<file path="src/hw/rtl/tftp_pkg.sv">
// Shared types, codes and constants for the TFTP read-transfer sender.
package tftp_pkg;

   // payload and config widths
   localparam int LEN_W      = 10;
   localparam int BLK_W      = 16;
   localparam int OFF_W      = 32;
   localparam int BSIZE_W    = 16;
   localparam int SENDS_W    = 8;
   localparam int TICKS_W    = 16;
   localparam int CSR_IDX_W  = 2;
   localparam int CSR_DATA_W = 16;

   localparam logic [BSIZE_W-1:0] MAX_BLOCK_BYTES = 16'd512;
   localparam logic [15:0]        ACK_OPCODE      = 16'd4;
   localparam logic [15:0]        MIN_ACK_LENGTH  = 16'd4;

   // request command codes
   localparam logic [1:0] CMD_START  = 2'd0;
   localparam logic [1:0] CMD_PACKET = 2'd1;
   localparam logic [1:0] CMD_TICK   = 2'd2;

   // classified item codes
   localparam logic [1:0] OP_START = 2'd0;
   localparam logic [1:0] OP_ACK   = 2'd1;
   localparam logic [1:0] OP_TICK  = 2'd2;

   // result kinds
   localparam logic [1:0] KIND_SEND = 2'd0;
   localparam logic [1:0] KIND_DONE = 2'd1;
   localparam logic [1:0] KIND_FAIL = 2'd2;

   // register indexes
   localparam logic [CSR_IDX_W-1:0] CSR_BLOCK_SIZE    = 2'd0;
   localparam logic [CSR_IDX_W-1:0] CSR_MAX_SENDS     = 2'd1;
   localparam logic [CSR_IDX_W-1:0] CSR_TIMEOUT_TICKS = 2'd2;

   localparam logic [BSIZE_W-1:0] RST_BLOCK_SIZE    = 16'd512;
   localparam logic [SENDS_W-1:0] RST_MAX_SENDS     = 8'd5;
   localparam logic [TICKS_W-1:0] RST_TIMEOUT_TICKS = 16'd300;

   // queue sizes
   localparam int CMDQ_AW    = 2;
   localparam int CMDQ_DEPTH = 1 << CMDQ_AW;
   localparam int RSPQ_AW    = 1;
   localparam int RSPQ_DEPTH = 1 << RSPQ_AW;

   typedef struct packed {
      logic [1:0]       op;
      logic [OFF_W-1:0] file_length;
      logic [BLK_W-1:0] rx_block;
   } item_type;

   typedef struct packed {
      logic [1:0]       result_kind;
      logic [BLK_W-1:0] block_number;
      logic [OFF_W-1:0] byte_offset;
      logic [LEN_W-1:0] payload_length;
      logic [OFF_W-1:0] bytes_done;
   } rsp_type;

   // payload length of the next block: min(remaining, block size), low bits kept
   function automatic logic [LEN_W-1:0] clip_len(input logic [OFF_W-1:0] rem,
                                                 input logic [BSIZE_W-1:0] bs);
      logic [OFF_W-1:0] bs_w;
      bs_w = {{(OFF_W-BSIZE_W){1'b0}}, bs};
      return (rem < bs_w) ? rem[LEN_W-1:0] : bs_w[LEN_W-1:0];
   endfunction

endpackage

</file>
<file path="src/hw/rtl/tftp_front.sv">
// Front end: classifies requests, drops those with no effect, queues the rest.
module tftp_front (
   input  logic                 clock,
   input  logic                 reset,
   input  logic                 push,
   output logic                 full,
   input  logic [1:0]           req_command,
   input  logic [31:0]          req_file_length,
   input  logic [15:0]          req_rx_length,
   input  logic [15:0]          req_rx_opcode,
   input  logic [15:0]          req_rx_block,
   output logic                 item_valid,
   output tftp_pkg::item_type   item,
   input  logic                 item_pop
);

   tftp_pkg::item_type                 q_mem_ff [tftp_pkg::CMDQ_DEPTH];
   logic [tftp_pkg::CMDQ_AW-1:0]       wr_ptr_ff, wr_ptr_in;
   logic [tftp_pkg::CMDQ_AW-1:0]       rd_ptr_ff, rd_ptr_in;
   logic [tftp_pkg::CMDQ_AW:0]         cnt_ff, cnt_in;
   logic                               accept;
   logic                               keep;
   logic                               enq;
   tftp_pkg::item_type                 cls;

   assign full   = (cnt_ff == (tftp_pkg::CMDQ_AW+1)'(tftp_pkg::CMDQ_DEPTH));
   assign accept = push && !full;

   always_comb begin
      keep            = 1'b0;
      cls.op          = tftp_pkg::OP_TICK;
      cls.file_length = req_file_length;
      cls.rx_block    = req_rx_block;
      unique case (req_command)
         tftp_pkg::CMD_START: begin
            keep   = 1'b1;
            cls.op = tftp_pkg::OP_START;
         end
         tftp_pkg::CMD_PACKET: begin
            // malformed or non-ACK packets never change state
            keep   = (req_rx_length >= tftp_pkg::MIN_ACK_LENGTH) &&
                     (req_rx_opcode == tftp_pkg::ACK_OPCODE);
            cls.op = tftp_pkg::OP_ACK;
         end
         tftp_pkg::CMD_TICK: begin
            keep   = 1'b1;
            cls.op = tftp_pkg::OP_TICK;
         end
         default: keep = 1'b0;
      endcase
   end

   assign enq        = accept && keep;
   assign item_valid = (cnt_ff != '0);
   assign item       = q_mem_ff[rd_ptr_ff];

   always_comb begin
      wr_ptr_in = enq ? wr_ptr_ff + 1'b1 : wr_ptr_ff;
      rd_ptr_in = item_pop ? rd_ptr_ff + 1'b1 : rd_ptr_ff;
      cnt_in    = cnt_ff;
      case ({enq, item_pop})
         2'b10:   cnt_in = cnt_ff + 1'b1;
         2'b01:   cnt_in = cnt_ff - 1'b1;
         default: cnt_in = cnt_ff;
      endcase
   end

   always_ff @(posedge clock) begin
      if (reset) begin
         wr_ptr_ff <= '0;
         rd_ptr_ff <= '0;
         cnt_ff    <= '0;
      end else begin
         wr_ptr_ff <= wr_ptr_in;
         rd_ptr_ff <= rd_ptr_in;
         cnt_ff    <= cnt_in;
      end
   end

   always_ff @(posedge clock) begin
      if (enq) begin
         q_mem_ff[wr_ptr_ff] <= cls;
      end
   end

endmodule

</file>
<file path="src/hw/rtl/tftp_back.sv">
// Back end: transfer state, timeout and retry handling, result queue, registers.
module tftp_back (
   input  logic                  clock,
   input  logic                  reset,
   input  logic                  csr_wr_en,
   input  logic [1:0]            csr_index,
   input  logic [15:0]           csr_wdata,
   input  logic                  item_valid,
   input  tftp_pkg::item_type    item,
   output logic                  item_pop,
   output logic                  empty,
   input  logic                  pop,
   output tftp_pkg::rsp_type     rsp
);

   // registers, held already clamped
   logic [tftp_pkg::BSIZE_W-1:0] bsize_ff;
   logic [tftp_pkg::SENDS_W-1:0] max_sends_ff;
   logic [tftp_pkg::TICKS_W-1:0] timeout_ff;

   logic                         busy_ff, busy_in;
   logic [tftp_pkg::BLK_W-1:0]   blk_ff, blk_in;
   logic [tftp_pkg::OFF_W-1:0]   off_ff, off_in;
   logic [tftp_pkg::LEN_W-1:0]   len_ff, len_in;
   logic [tftp_pkg::OFF_W-1:0]   rem_ff, rem_in;
   logic [tftp_pkg::SENDS_W-1:0] sends_ff, sends_in;
   logic [tftp_pkg::TICKS_W-1:0] wait_ff, wait_in;
   logic [tftp_pkg::OFF_W-1:0]   acked_ff, acked_in;

   logic [tftp_pkg::OFF_W-1:0]   len_w;
   logic [tftp_pkg::OFF_W-1:0]   acked_sum;
   logic [tftp_pkg::OFF_W-1:0]   rem_dec;
   logic [tftp_pkg::TICKS_W-1:0] wait_inc;

   logic                         res_valid;
   tftp_pkg::rsp_type            res;

   tftp_pkg::rsp_type            rq_mem_ff [tftp_pkg::RSPQ_DEPTH];
   logic [tftp_pkg::RSPQ_AW-1:0] rq_wr_ff, rq_rd_ff;
   logic [tftp_pkg::RSPQ_AW:0]   rq_cnt_ff, rq_cnt_in;
   logic                         rq_deq;
   logic                         out_room;

   assign empty    = (rq_cnt_ff == '0);
   assign rsp      = rq_mem_ff[rq_rd_ff];
   assign rq_deq   = pop && !empty;
   assign out_room = (rq_cnt_ff != (tftp_pkg::RSPQ_AW+1)'(tftp_pkg::RSPQ_DEPTH)) || rq_deq;
   assign item_pop = item_valid && out_room;

   always_ff @(posedge clock) begin
      if (reset) begin
         bsize_ff     <= tftp_pkg::RST_BLOCK_SIZE;
         max_sends_ff <= tftp_pkg::RST_MAX_SENDS;
         timeout_ff   <= tftp_pkg::RST_TIMEOUT_TICKS;
      end else if (csr_wr_en) begin
         case (csr_index)
            tftp_pkg::CSR_BLOCK_SIZE: begin
               if (csr_wdata == '0 || csr_wdata > tftp_pkg::MAX_BLOCK_BYTES) begin
                  bsize_ff <= tftp_pkg::MAX_BLOCK_BYTES;
               end else begin
                  bsize_ff <= csr_wdata;
               end
            end
            tftp_pkg::CSR_MAX_SENDS: begin
               max_sends_ff <= (csr_wdata[7:0] == '0) ? 8'd1 : csr_wdata[7:0];
            end
            tftp_pkg::CSR_TIMEOUT_TICKS: begin
               timeout_ff <= (csr_wdata == '0) ? 16'd1 : csr_wdata;
            end
            default: ;
         endcase
      end
   end

   assign len_w     = {{(tftp_pkg::OFF_W-tftp_pkg::LEN_W){1'b0}}, len_ff};
   assign acked_sum = acked_ff + len_w;
   assign rem_dec   = rem_ff - ((rem_ff < len_w) ? rem_ff : len_w);
   assign wait_inc  = (wait_ff == '1) ? wait_ff : wait_ff + 1'b1;

   always_comb begin
      busy_in   = busy_ff;
      blk_in    = blk_ff;
      off_in    = off_ff;
      len_in    = len_ff;
      rem_in    = rem_ff;
      sends_in  = sends_ff;
      wait_in   = wait_ff;
      acked_in  = acked_ff;
      res_valid = 1'b0;
      res       = '0;
      if (item_pop) begin
         unique case (item.op)
            tftp_pkg::OP_START: begin
               busy_in   = 1'b1;
               blk_in    = 16'd1;
               off_in    = '0;
               acked_in  = '0;
               rem_in    = item.file_length;
               len_in    = tftp_pkg::clip_len(item.file_length, bsize_ff);
               sends_in  = 8'd1;
               wait_in   = '0;
               res_valid = 1'b1;
               res.result_kind    = tftp_pkg::KIND_SEND;
               res.block_number   = 16'd1;
               res.payload_length = len_in;
            end
            tftp_pkg::OP_ACK: begin
               if (busy_ff && item.rx_block == blk_ff) begin
                  acked_in  = acked_sum;
                  rem_in    = rem_dec;
                  res_valid = 1'b1;
                  res.bytes_done = acked_sum;
                  if ({{(tftp_pkg::BSIZE_W-tftp_pkg::LEN_W){1'b0}}, len_ff} < bsize_ff) begin
                     // short block: transfer complete
                     busy_in         = 1'b0;
                     res.result_kind = tftp_pkg::KIND_DONE;
                  end else begin
                     off_in   = off_ff + len_w;
                     blk_in   = blk_ff + 1'b1;
                     len_in   = tftp_pkg::clip_len(rem_dec, bsize_ff);
                     sends_in = 8'd1;
                     wait_in  = '0;
                     res.result_kind    = tftp_pkg::KIND_SEND;
                     res.block_number   = blk_in;
                     res.byte_offset    = off_in;
                     res.payload_length = len_in;
                  end
               end
            end
            tftp_pkg::OP_TICK: begin
               if (busy_ff) begin
                  wait_in = wait_inc;
                  if (wait_inc >= timeout_ff) begin
                     res_valid      = 1'b1;
                     res.bytes_done = acked_ff;
                     if (sends_ff >= max_sends_ff) begin
                        busy_in         = 1'b0;
                        res.result_kind = tftp_pkg::KIND_FAIL;
                     end else begin
                        sends_in = (sends_ff == '1) ? sends_ff : sends_ff + 1'b1;
                        wait_in  = '0;
                        res.result_kind    = tftp_pkg::KIND_SEND;
                        res.block_number   = blk_ff;
                        res.byte_offset    = off_ff;
                        res.payload_length = len_ff;
                     end
                  end
               end
            end
            default: ;
         endcase
      end
   end

   always_comb begin
      case ({res_valid, rq_deq})
         2'b10:   rq_cnt_in = rq_cnt_ff + 1'b1;
         2'b01:   rq_cnt_in = rq_cnt_ff - 1'b1;
         default: rq_cnt_in = rq_cnt_ff;
      endcase
   end

   always_ff @(posedge clock) begin
      if (reset) begin
         busy_ff   <= 1'b0;
         blk_ff    <= '0;
         off_ff    <= '0;
         len_ff    <= '0;
         rem_ff    <= '0;
         sends_ff  <= '0;
         wait_ff   <= '0;
         acked_ff  <= '0;
         rq_wr_ff  <= '0;
         rq_rd_ff  <= '0;
         rq_cnt_ff <= '0;
      end else begin
         busy_ff   <= busy_in;
         blk_ff    <= blk_in;
         off_ff    <= off_in;
         len_ff    <= len_in;
         rem_ff    <= rem_in;
         sends_ff  <= sends_in;
         wait_ff   <= wait_in;
         acked_ff  <= acked_in;
         rq_cnt_ff <= rq_cnt_in;
         if (res_valid) begin
            rq_wr_ff <= rq_wr_ff + 1'b1;
         end
         if (rq_deq) begin
            rq_rd_ff <= rq_rd_ff + 1'b1;
         end
      end
   end

   always_ff @(posedge clock) begin
      if (res_valid) begin
         rq_mem_ff[rq_wr_ff] <= res;
      end
   end

endmodule

</file>
<file path="src/hw/rtl/tftp_read_sender.sv">
// A request that yields a result goes through the request queue, then the result queue;
// both are registered. Throughput: one request per cycle while full is low; the back end
// retires one queued item per cycle while the result queue has room.
// A 4-entry request queue and 2-entry result queue let either side stall independently.
// Reset is synchronous: clears the transfer state and both queues and restores
// register defaults (block size 512, 5 sends, 300 ticks). No clearing pass.
module tftp_read_sender (
   input  logic        clock,
   input  logic        reset,
   input  logic        push,
   output logic        full,
   input  logic [1:0]  req_command,
   input  logic [31:0] req_file_length,
   input  logic [15:0] req_rx_length,
   input  logic [15:0] req_rx_opcode,
   input  logic [15:0] req_rx_block,
   output logic        empty,
   input  logic        pop,
   output logic [1:0]  rsp_result_kind,
   output logic [15:0] rsp_block_number,
   output logic [31:0] rsp_byte_offset,
   output logic [9:0]  rsp_payload_length,
   output logic [31:0] rsp_bytes_done,
   input  logic        csr_wr_en,
   input  logic [1:0]  csr_index,
   input  logic [15:0] csr_wdata
);

   logic               item_valid;
   logic               item_pop;
   tftp_pkg::item_type item;
   tftp_pkg::rsp_type  rsp;

   tftp_front u_front (
      .clock           (clock),
      .reset           (reset),
      .push            (push),
      .full            (full),
      .req_command     (req_command),
      .req_file_length (req_file_length),
      .req_rx_length   (req_rx_length),
      .req_rx_opcode   (req_rx_opcode),
      .req_rx_block    (req_rx_block),
      .item_valid      (item_valid),
      .item            (item),
      .item_pop        (item_pop)
   );

   tftp_back u_back (
      .clock      (clock),
      .reset      (reset),
      .csr_wr_en  (csr_wr_en),
      .csr_index  (csr_index),
      .csr_wdata  (csr_wdata),
      .item_valid (item_valid),
      .item       (item),
      .item_pop   (item_pop),
      .empty      (empty),
      .pop        (pop),
      .rsp        (rsp)
   );

   assign rsp_result_kind    = rsp.result_kind;
   assign rsp_block_number   = rsp.block_number;
   assign rsp_byte_offset    = rsp.byte_offset;
   assign rsp_payload_length = rsp.payload_length;
   assign rsp_bytes_done     = rsp.bytes_done;

endmodule
</file>
<file path="config.mk">
export PLATFORM = sky130hd
export DESIGN_NAME = tftp_read_sender
export DESIGN_NICKNAME = d
export VERILOG_FILES = /design/src/hw/rtl/tftp_pkg.sv /design/src/hw/rtl/tftp_front.sv /design/src/hw/rtl/tftp_back.sv /design/src/hw/rtl/tftp_read_sender.sv
export SDC_FILE = /design/constraint.sdc
export NUM_CORES = 1
export LEC_CHECK = 0
export BUFFER_PORTS_ARGS = -buffer_cell sky130_fd_sc_hd__buf_2
export CAP_MARGIN = 20
export CORE_ASPECT_RATIO = 0.6
export CORE_MARGIN = 5
export CORE_UTILIZATION = 46
export DETAILED_ROUTE_END_ITERATION = 6
export PLACE_DENSITY_LB_ADDON = 0.1
export SYNTH_ARGS = -nofsm -noshare
export SYNTH_HDL_FRONTEND = slang
export SYNTH_HIERARCHICAL = 1
export SYNTH_SLANG_ARGS = --single-unit
</file>
<file path="constraint.sdc">
create_clock -name clock -period 10 [get_ports clock]
set_input_delay 2 -clock clock [delete_from_list [all_inputs] [get_ports clock]]
set_output_delay 2 -clock clock [all_outputs]
set_load 0.01 [all_outputs]
</file>
Yosys cells after proc, flatten, opt, wreduce, memory -nomap -nowiden
Memory sizes are Yosys's and may differ from the RTL's. A register that Yosys moved wholly into a read port is not among the register bits. Index checks and enable logic that the tools add are counted.

Multiplexer cells: 68. Equality and inequality tests: 23. Bitwise logic cells: 0. Multiply operators: 0. Reduce and logical (&&, ||, !) cells: 30. Divide/modulo/power cells: 0. Order comparisons: 8. $add $sub $neg: 14. Shifts and indexed selects: 0.

Operator list (count): 32-bit case mux with 2 select lines (5); 92-bit 2-to-1 mux (3); 16-bit 2-to-1 mux (10); 32-bit 2-to-1 mux (5); 58-bit 2-to-1 mux (2); 91-bit 2-to-1 mux (1); 32-bit by 10-bit adder with 32-bit output (2); 32-bit by 16-bit < comparator with 1-bit output (2); 8-bit 2-to-1 mux (7); 18-bit case mux with 3 select lines (1); 16-bit case mux with 3 select lines (1); 10-bit 2-to-1 mux (4); 16-bit by 1-bit adder with 16-bit output (second input constant) (2); 32-bit by 10-bit < comparator with 1-bit output (1); 16-bit case mux with 2 select lines (1); 32-bit subtractor (1); 10-bit case mux with 3 select lines (1); 8-bit case mux with 3 select lines (1); 10-bit case mux with 2 select lines (1); 16-bit == test (1); 16-bit == test (second input constant) (1); 16-bit by 3-bit == test with 1-bit output (second input constant) (1); 16-bit >= comparator (1); 16-bit by 3-bit >= comparator with 1-bit output (second input constant) (1); 35 further kinds (87).

Bits in read-only memories: 0. Memories: 2. Latch bits: 0. RAM bits: 384. Flip-flop bits (word level): 198. Input port bits: 105. Logic and storage cells: 162. Output and inout bits: 94.

Memories: u_front.q_mem_ff (words 4, width 50, rd ports 1, clocked after memory_dff 1, wr ports 1, RTL line tftp_front.sv:17) `tftp_pkg::item_type q_mem_ff [tftp_pkg::CMDQ_DEPTH];`; u_back.rq_mem_ff (words 2, width 92, rd ports 1, clocked after memory_dff 1, wr ports 1, RTL line tftp_back.sv:38) `tftp_pkg::rsp_type rq_mem_ff [tftp_pkg::RSPQ_DEPTH];`.

Longest topological paths before layout
Gate-level depths: netlist (run 1).

Depth in word-level cells: 9. Gate-level depth with buffers: 30. Gate-level depth less buffers: 29.

Modules after synthesis
The synthesis (run 1) kept the hierarchy.

Modules (own cells, without submodules): tftp_back (times used 1, area an instance 21166.6 um2, seq. area each 9369.0 um2, cells an instance 2259); tftp_front (times used 1, area an instance 7831.3 um2, seq. area each 6185.9 um2, cells an instance 332).

Least setup slack after synthesis (run 1)
OpenSTA, ideal clock, no wires.

Kind: flip-flop to flip-flop. From: register u_back/wait_ff[0] (netlist bit). To: memory u_back/rq_mem_ff[0][0] (netlist bit), enable pin. Path buffers: 1. Stages on the path, launching flop included: 16. Slack: 2.091 ns. Setup time: 0.545 ns. Required time: 9.455 ns. Arrival: 7.364 ns. Period minus slack after synthesis: 7.909 ns. Cell sequence: dfxtp_1 -> ha_1 -> nand3_1 -> nor4_1 -> and4_1 -> clkbuf_1 -> nor2_1 -> and4_1 -> xor2_1 -> ha_1 -> and4_1 -> o21ai_0 -> o311ai_0 -> o21a_1 -> o31ai_1 -> nor2_1.

Longest elaborated chain between the ends: 9. Elaborated cells on any way between the ends: 10. Those cells by class: add/sub (1); order compare (1); eq/ne (1); mux (7).

RTL lines: start: declaration (RTL line tftp_back.sv:27) `logic [tftp_pkg::TICKS_W-1:0] wait_ff, wait_in;`; start signal: assignment (RTL line tftp_back.sv:183) `wait_ff <= wait_in;`; 16-bit by 1-bit adder with 16-bit output or 16-bit == test (tied branches) (RTL line tftp_back.sv:78) `assign wait_inc = (wait_ff == '1) ? wait_ff : wait_ff + 1'b1;`; 16-bit 2-to-1 mux * (RTL line tftp_back.sv:78); 16-bit >= comparator * (RTL line tftp_back.sv:133) `if (wait_inc >= timeout_ff) begin`; 1-bit 2-to-1 mux * (RTL line tftp_back.sv:133); 1-bit 2-to-1 mux * (RTL line tftp_back.sv:131) `if (busy_ff) begin`; 1-bit case mux with 3 select lines * (RTL line tftp_back.sv:92) `unique case (item.op)`; 1-bit 2-to-1 mux * (RTL line tftp_back.sv:91) `if (item_pop) begin`; 1-bit 2-to-1 mux * (RTL line tftp_back.sv:196) `if (res_valid) begin`; 1-bit 2-to-1 mux (implied by the code) * (RTL line tftp_back.sv:197) `rq_mem_ff[rq_wr_ff] <= res;`; end: declaration (RTL line tftp_back.sv:38).

Every way passes the cells marked *; elsewhere a longest branch is shown, timed or not.

==> results of run 1 <==
==> cell type report <==
| cell class | count | area, µm² | area share (%) |
|---|---|---|---|
| flip-flops and latches | 585 | 15600 | 47.5 |
| multi-input cells | 1782 | 12600 | 38.5 |
| clock buffers | 68 | 1510 | 4.59 |
| repair buffers | 234 | 1310 | 3.99 |
| well taps | 839 | 1050 | 3.20 |
| clock inverters | 36 | 428 | 1.31 |
| inverters | 83 | 312 | 0.950 |
==> kinds of logic (layout without fill, tap and decap cells) <==
logic type / after synthesis / in the layout / share of synthesized area (%)
xor gates and xnor gates: 69 / 69 / 2.08
AOI/OAI and AO/OA: 658 / 658 / 14.3
buffers and inverters: 224 / 421 / 3.02
DFF: 585 / 585 / 53.6
adders and majority gates: 119 / 119 / 5.24
muxes: 191 / 191 / 9.20
and+or+nand+nor: 745 / 745 / 12.5
==> power groups by stage <==
stage	Clock, mW	Combinational, mW	Sequential [mW]
after floorplan	0	2.62	2.92
after global placement	0	3.59	2.99
after detailed placement	0	3.62	3.00
after CTS	2.30	3.65	2.95
after global routing	2.40	4.00	2.98
final	2.24	3.69	2.95
==> registers in the layout, summed over array words and instances (netlist names), 10 cells and up, named ones only <==
signal	cells
u_front/q_mem_ff	200
u_back/rq_mem_ff	184
u_back/acked_ff	32
u_back/off_ff	32
u_back/rem_ff	32
u_back/blk_ff	16
u_back/bsize_ff	16
u_back/timeout_ff	16
u_back/wait_ff	16
u_back/len_ff	10
==> synthesized netlist by cell type (40+ instances only) <==
master	count	area, µm²
a22oi_1	64	480
clkbuf_1	117	439
inv_1	81	304
mux2_2	105	1180
a31oi_1	54	338
edfxtp_1	384	11500
xnor2_1	40	350
nand3_1	68	340
ha_1	115	1440
o21ai_0	142	711
nor3_1	40	200
o31ai_1	64	480
mux4_2	50	1130
dfxtp_1	201	4020
a21oi_1	181	906
nand2_1	235	882
nor2_1	179	672
==> metrics by stage <==
step           hold WS (ns)  worst slack, ns  instance area, µm²  std cells  utilization [%]
2_1_floorplan         0.436             2.09               29000       2591                -
3_3_place_gp          0.446             2.44               30800       3514             49.2
3_5_place_dp          0.449             2.42               30800       3515             49.2
4_1_cts               0.458             2.40               32700       3619             52.3
5_1_grt               0.479             1.82               32800       3627             52.4
6_report              0.459             2.26               32800       3627             52.4
==> worst max-delay path by stage <==
stage / from / depth (start not counted) / to
after floorplan: u_back/wait_ff[0] / 15 / u_back/rq_mem_ff[0][0]
after global placement: u_back/rem_ff[20] / 25 / u_back/rq_mem_ff[0][34]
after detailed placement: u_back/rem_ff[20] / 25 / u_back/rq_mem_ff[1][34]
after CTS: u_back/rem_ff[20] / 25 / u_back/rq_mem_ff[1][34]
after global routing: u_back/rem_ff[20] / 25 / u_back/rq_mem_ff[0][34]
final: u_back/rem_ff[20] / 25 / u_back/rq_mem_ff[1][34]
==> per-layer routing <==
metal,GRT usage [%],up-vias
met5,0,-
li1,-,10100
met1,36.0,10700
met2,33.0,765
met3,4.59,83
met4,4.41,0
==> critical path: stages (launching register included) <==
cell       delay [ns]
dfxtp_1          0.38
or4_4            0.57
nor4_1           0.60
nand3_1          0.37
nor2_1           0.23
o211ai_1         0.10
nand2_1          0.46
mux2_2           0.40
ha_1             0.21
fa_1             0.41
nor2b_1          0.18
o21ai_0          0.16
a211oi_2         0.51
or2_2            0.30
nor4_1           0.08
xor2_1           0.17
ha_1             0.31
nor2b_1          0.13
o21ai_0          0.22
o211ai_1         0.17
nor4_2           0.17
nand4_1          0.14
a2111oi_2        0.30
buf_4            0.31
mux2i_1          0.35
o22ai_1          0.19
==> out/results.tsv, run 1 <==
metric	value	unit
status	finished, final reports clean	
wire per inst	22.2	µm
Hold Vio Cnt, Final	0	
setup repair after global routing missed its margin	no	
ys flop type	edfxtp_1	
routed via count	21700	
met1 WL	39.4	mm
net switching power	3.41	mW
# fillers	5482	
boundary pin count	199	
worst-case reg-to-reg path depth	25	
vias in the first global route	20700	
total power	8.88	mW
antenna violations before repair	0	
Layout area overhead	13.1	%
most common cell after layout, fill and taps aside	edfxtp_1	
Final nets	2965	
post-cts sizing count	0	
R2R Setup Slk	2.26	ns
highest routed layer	met4	
crit path launch type	flip-flop	
Die Height	204	µm
clk_skew	0.0182	ns
Seq pwr share	33.2	%
residual overflow from global routing	0	
Placer Congestion	0.886	
Std-Cell Core Area	62500	µm²
crit end category	flip-flop	
met3 WL	6.26	mm
Ys Warns	6	
CP max FO	11	
number of library cell types mapped by synthesis	83	
FF-to-FF End	u_back/rq_mem_ff[1][34]	
ANT cells	0	
drt total wl	80.4	mm
detailed placement HPWL	56.0	mm
# Post-CTS Setup Buffers	0	
clock tree from TritonCTS	yes	
met2 wire length	33.7	mm
R2R Path Start	u_back/rem_ff[20]	
Hold Path Class	reg2reg	
sequential fraction of the synthesis area	53.6	%
EDFF count, synth	384	
Hold EP	u_back/timeout_ff[12]	
syn_nets	2815	
Logic pwr share	41.5	%
cell depth of the worst min-delay path	2	
worst-margin pin slew	1.06	ns
Final Cycle Share	77.4	%
clock buffer depth	3	
drt first pass iters	6	
drt drc	0	
Mapped Cells	2591	
IO Port Bufs	196	
MaxCap Viol Count	0	
total global-route track usage	22.9	%
leakage power	11.4	nW
peak supply drop	217	µV
Pwr Density	271	nW/µm²
# H-tree levels	2	
Clock transition at path regs	0.07	ns
drt first-iter violations	2240	
first-pass GRT wire length	123	mm
Starting Density	46.4	%
Root Driver	clkbuf_16	
endpoints failing setup	0	
Final Critical Period	7.74	ns
die area	68300	µm²
ys async rst share	0	%
setup TNS	0	ns
Arr. time, crit path	8.09	ns
Max Slew Vio Count	0	
worst-skew pair later-pin latency	0.65	ns
post-DR vias/cell	5.98	
Required @ worst endpoint	10.34	ns
layout cell share with drive strength beyond 1	19.1	%
critical path class	reg2reg	
most frequent cells in the layout	edfxtp_1, nand2_1, dfxtp_1, buf_2, a21oi_1	
chip width	334	µm
Avg Cell Area, Syn	11.2	µm²
P_int	5.47	mW
Clock Power Share	25.3	%
clock sinks	585	
Antenna Nets Post-Route	0	
fmax	0.129	GHz
Net Sw Frac	38.4	%
Slew HR	29.0	%
CTS buffer count	55	
Hold Buf Count CTS	0	
Hold Path Origin	u_back/timeout_ff[12]	
synthesized cell area	29000	µm²
Seq cells post-synth	585	
largest net degree at the start of global routing	71	
Rows	71	
No activity file was read; power rests on OpenSTA's default activity.
==> run 2: changes to the inputs <==
clock period = 6.4 ns   (was 10 ns; I/O delays follow)
==> out/results.tsv, run 2 (synthesis gave the netlist of run 1 again) <==
metric	value	unit
final instance area	33400	µm²
Root Driver	clkbuf_16	
Std-Cell Core Area	62500	µm²
first-pass GRT wire length	123	mm
clock buffer depth	3	
vias in the first global route	20700	
CTS buffer count	55	
worst setup path end	u_back/rq_mem_ff[0][36]	
layout cell share with drive strength beyond 1	21.7	%
Slew HR	26.1	%
# H-tree levels	2	
Clock transition at path regs	0.06	ns
slowest CP cell	a2111oi_4	
Top reg by flops	u_front/q_mem_ff	
Layout area overhead	15.0	%
status	finished, final reports clean	
endpoints failing setup	0	
most frequent CP cell	a21o_1	
most common cell after layout, fill and taps aside	edfxtp_1	
Max Slew Vio Count	0	
drt first-iter violations	2370	
crit path launch type	flip-flop	
worst-margin pin slew	1.10	ns
drt first pass iters	6	
CP Depth	30	
Multi-input gate area	12900	µm²
antenna violations before repair	2	
Hold Path Class	reg2reg	
Placer Congestion	0.903	
Top Registers	u_front/q_mem_ff (200), u_back/rq_mem_ff (184)	
Required @ worst endpoint	6.74	ns
setup repair after global routing missed its margin	yes	
Logic pwr share	47.8	%
detailed placement HPWL	56.9	mm
drt drc	0	
chip width	334	µm
Die Height	204	µm
most frequent cells in the layout	edfxtp_1, nand2_1, buf_2, dfxtp_1, a21oi_1	
Seq pwr share	30.8	%
Critical Path Start	u_back/len_ff[1]	
wire per inst	22.0	µm
WHS	0.460	ns
post-DR vias/cell	5.98	
number of flip-flops in the largest register	200	
R2R Path Start	u_back/len_ff[1]	
CP max FO	6	
sequential standard cell area	15600	µm²
Final Critical Period	6.21	ns
boundary pin count	199	
P_int	9.19	mW
worst-skew pair later-pin latency	0.64	ns
clk_skew	0.0249	ns
die area	68300	µm²
largest net degree at the start of global routing	95	
Rows	71	
fmax	0.161	GHz
drt total wl	81.2	mm
critical path class	reg2reg	
total global-route track usage	23.0	%
residual overflow from global routing	0	
Hold Vio Cnt, Final	0	
crit end category	flip-flop	
routed via count	22100	
R2R Setup Slk	0.19	ns
peak supply drop	396	µV
Antenna Nets Post-Route	0	
net switching power	5.73	mW
clock tree from TritonCTS	yes	
DP Area	31200	µm²
Starting Density	46.4	%
CP top delay family	compound AO/OA/AOI/OAI gates	
FF-to-FF End	u_back/rq_mem_ff[0][36]	
worst-case reg-to-reg path depth	30	
Clock Power Share	21.4	%
CP peak stage delay	0.45	ns
MaxCap Viol Count	0	
clock sinks	585	
Arr. time, crit path	6.56	ns
setup TNS	0	ns
Buf/Inv on CP	3	
# fillers	5414	
leakage power	11.7	nW
Pwr Density	447	nW/µm²
IO Port Bufs	196	
Hold Buf Count CTS	0	
Final Cycle Share	97.1	%
Net Sw Frac	38.4	%
Final nets	3026	
==> run 2: worst register-to-register path, delay by kind of cell, from the launching register on <==
kind | cells | cell delay [ns]
flip-flops | 1 | 0.34
buffers and inverters | 3 | 0.42
multiplexers | 2 | 0.47
adder cells (fa/ha/maj) | 3 | 0.85
AO/OA/AOI/OAI | 15 | 2.67
XOR/XNOR | 1 | 0.16
AND/OR/NAND/NOR | 6 | 1.06
==> run 2: power by group through the flow <==
| stage | registers, mW | logic [mW] | clock network (mW) |
|---|---|---|---|
| final | 4.59 | 7.14 | 3.19 |
| after global routing | 4.63 | 7.66 | 3.43 |
| after CTS | 4.59 | 6.33 | 3.28 |
| after detailed placement | 4.67 | 6.24 | 0 |
| after global placement | 4.65 | 6.16 | 0 |
| after floorplan | 4.55 | 4.10 | 0 |
==> run 2: worst min path at each step <==
stage | start | end | depth (start not counted)
floorplan | u_back/max_sends_ff[1] | u_back/max_sends_ff[1] | 2
global placement | u_back/timeout_ff[9] | u_back/timeout_ff[9] | 2
detailed placement | u_back/max_sends_ff[3] | u_back/max_sends_ff[3] | 2
CTS | u_back/timeout_ff[10] | u_back/timeout_ff[10] | 2
global route | u_back/timeout_ff[14] | u_back/timeout_ff[14] | 2
finish | u_back/timeout_ff[7] | u_back/timeout_ff[7] | 2
==> run 2: layout make-up <==
type	instances	share of cell area [%]
clock buffers	71	4.43
flip-flops and latches	585	46.7
repair buffers	295	5.54
multi-input cells	1782	38.5
diodes	2	0.0150
clock inverters	31	0.724
well taps	839	3.15
inverters	83	0.934
==> run 2: timing repair <==
action,CTS,global route
gates resized for setup,6,46
pin swaps,1,25
setup buffers,0,12
endpoints found under the setup margin,20,30
cloned,1,1
==> run 2: metrics by stage <==
step / cells / utilization [%] / setup WS (ns) / power [mW]
2_1_floorplan: 2591 / - / 0.0385 / 8.64
3_5_place_dp: 3567 / 50.0 / -0.0369 / 10.9
3_3_place_gp: 3565 / 49.9 / 0.0234 / 10.8
4_1_cts: 3670 / 52.8 / 0.0578 / 14.2
6_report: 3688 / 53.3 / 0.187 / 14.9
5_1_grt: 3688 / 53.3 / -0.0892 / 15.7
==> run 2: metal layers <==
metal	vias to the layer above	share of wire (%)	GRT usage, %
met1	10800	47	36.0
li1	10200	-	-
met5	-	0	0
met2	918	42	33.1
met3	84	9.2	4.83
met4	0	1.4	4.38
==> run 3: changes to the inputs <==
REMOVE_ABC_BUFFERS = 1   (was not set)
==> out/results.tsv, run 3 (synthesis gave the netlist of run 1 again) <==
metric	value	unit
status	finished, final reports clean	
Hold Vio Cnt, Final	0	
Hold Path Origin	u_back/max_sends_ff[5]	
Std-Cell Core Area	62500	µm²
Hold Path Class	reg2reg	
die area	68300	µm²
Starting Density	46.4	%
pre-CTS setup slack	-0.161	ns
worst-case reg-to-reg path depth	30	
Hold Buf Count CTS	0	
worst setup path end	u_back/rq_mem_ff[1][41]	
first-pass GRT wire length	124	mm
fmax	0.157	GHz
final instance area	33700	µm²
critical path class	reg2reg	
most frequent cells in the layout	edfxtp_1, nand2_1, buf_2, dfxtp_1, a21oi_1	
boundary pin count	199	
FF-to-FF End	u_back/rq_mem_ff[1][41]	
worst-margin pin slew	1.10	ns
vias in the first global route	21300	
chip width	334	µm
most frequent CP cell	a21o_1	
slowest CP cell	fa_2	
layout cell share with drive strength beyond 1	22.3	%
Placer Congestion	0.904	
crit path launch type	flip-flop	
non-filler cells, final	3693	
Final nets	3032	
Final Cycle Share	99.3	%
# H-tree levels	2	
DP Area	31200	µm²
routed via count	22100	
clock sinks	585	
worst-skew pair later-pin latency	0.62	ns
crit end category	flip-flop	
ANT cells	0	
final setup margin	0.0472	ns
drt first pass iters	6	
CP peak stage delay	0.41	ns
peak supply drop	407	µV
endpoints failing setup	0	
dpl cells	3569	
residual overflow from global routing	0	
Top Registers	u_front/q_mem_ff (200), u_back/rq_mem_ff (184)	
Die Height	204	µm
drt total wl	80.8	mm
CTS buffer count	56	
most common cell after layout, fill and taps aside	edfxtp_1	
Clock transition at path regs	0.07	ns
clock tree from TritonCTS	yes	
Top reg by flops	u_front/q_mem_ff	
Pwr Density	459	nW/µm²
Max Slew Vio Count	0	
wire per inst	21.9	µm
number of flip-flops in the largest register	200	
drt drc	0	
Final Critical Period	6.35	ns
CP max FO	5	
Slew HR	25.6	%
drt first-iter violations	2047	
detailed placement HPWL	55.2	mm
largest net degree at the start of global routing	95	
antenna violations before repair	1	
Arr. time, crit path	6.67	ns
total global-route track usage	23.1	%
post-DR vias/cell	5.97	
clock buffer depth	3	
MaxCap Viol Count	0	
Critical Path Start	u_back/len_ff[1]	
leakage power	11.8	nW
Antenna Nets Post-Route	0	
Rows	71	
Required @ worst endpoint	6.72	ns
clk_skew	0.0218	ns
R2R Setup Slk	0.05	ns
setup repair after global routing missed its margin	yes	
R2R Path Start	u_back/len_ff[1]	
Layout area overhead	16.2	%
Root Driver	clkbuf_16	
IO Port Bufs	196	
## run 3: changes by cell type in the layout (fill, tap and decap cells not counted), sizes merged
cell,delta
bufinv,+7
buf,+6
clkinv,-4
clkinvlp,-3
diode,-2
clkbuf,+1
## run 3: cell type report
type	count	area (µm²)
multi-input combinational	1782	13000
clock buffer	73	1490
clock inverter	31	407
timing repair buffer	300	1910
sequential	585	15600
tap	839	1050
fill	5385	28800
inverter	83	312
## run 3: power by group
part	switching [mW]	internal (mW)
sequential	0.294	4.35
combinational	4.08	3.28
clock	1.44	2.04
total	5.81	9.66
## run 3: worst min path at each step
stage                                   endpoint  slack (ns)  depth (start not counted)
after floorplan           u_back/max_sends_ff[1]        0.43                          2
after global placement     u_back/timeout_ff[10]        0.45                          2
after detailed placement    u_back/timeout_ff[1]        0.45                          2
after CTS                   u_back/timeout_ff[1]        0.46                          2
after global routing        u_back/timeout_ff[1]        0.48                          2
final                     u_back/max_sends_ff[5]        0.46                          2
## run 3: worst max-delay path, delay by kind of cell, from the launching register on
family,cells,cell delay [ns]
AO/OA/AOI/OAI,13,2.42
adder cells (fa/ha/maj),4,1.11
buffers and inverters,5,0.64
AND/OR/NAND/NOR,5,0.64
multiplexers,2,0.56
flip-flops,1,0.34
XOR/XNOR,1,0.32
## run 3: what timing repair did
| item | CTS | global route |
|---|---|---|
| buffers inserted | 0 | 17 |
| pin swaps | 1 | 27 |
| resized for setup | 11 | 69 |
| cloned | 1 | 0 |
| setup endpoints to repair | 23 | 30 |
## run 3: metrics by stage
stage	hold slack, ns	util (%)	total power [mW]	setup TNS (ns)
after floorplan	0.430	-	8.55	-956.96
after global placement	0.450	49.9	10.8	0
after detailed placement	0.450	50.0	10.9	-2.75
after CTS	0.459	53.1	14.6	0
after global routing	0.476	53.9	16.3	-4.94
final	0.458	53.9	15.5	0
## run 3: metal layers
metal	vias up	routed length (µm)	GRT usage, %
met5	-	7	0
met4	2	1260	4.57
met3	102	5790	3.72
met2	840	34400	34.4
met1	10900	39300	35.7
li1	10200	-	-
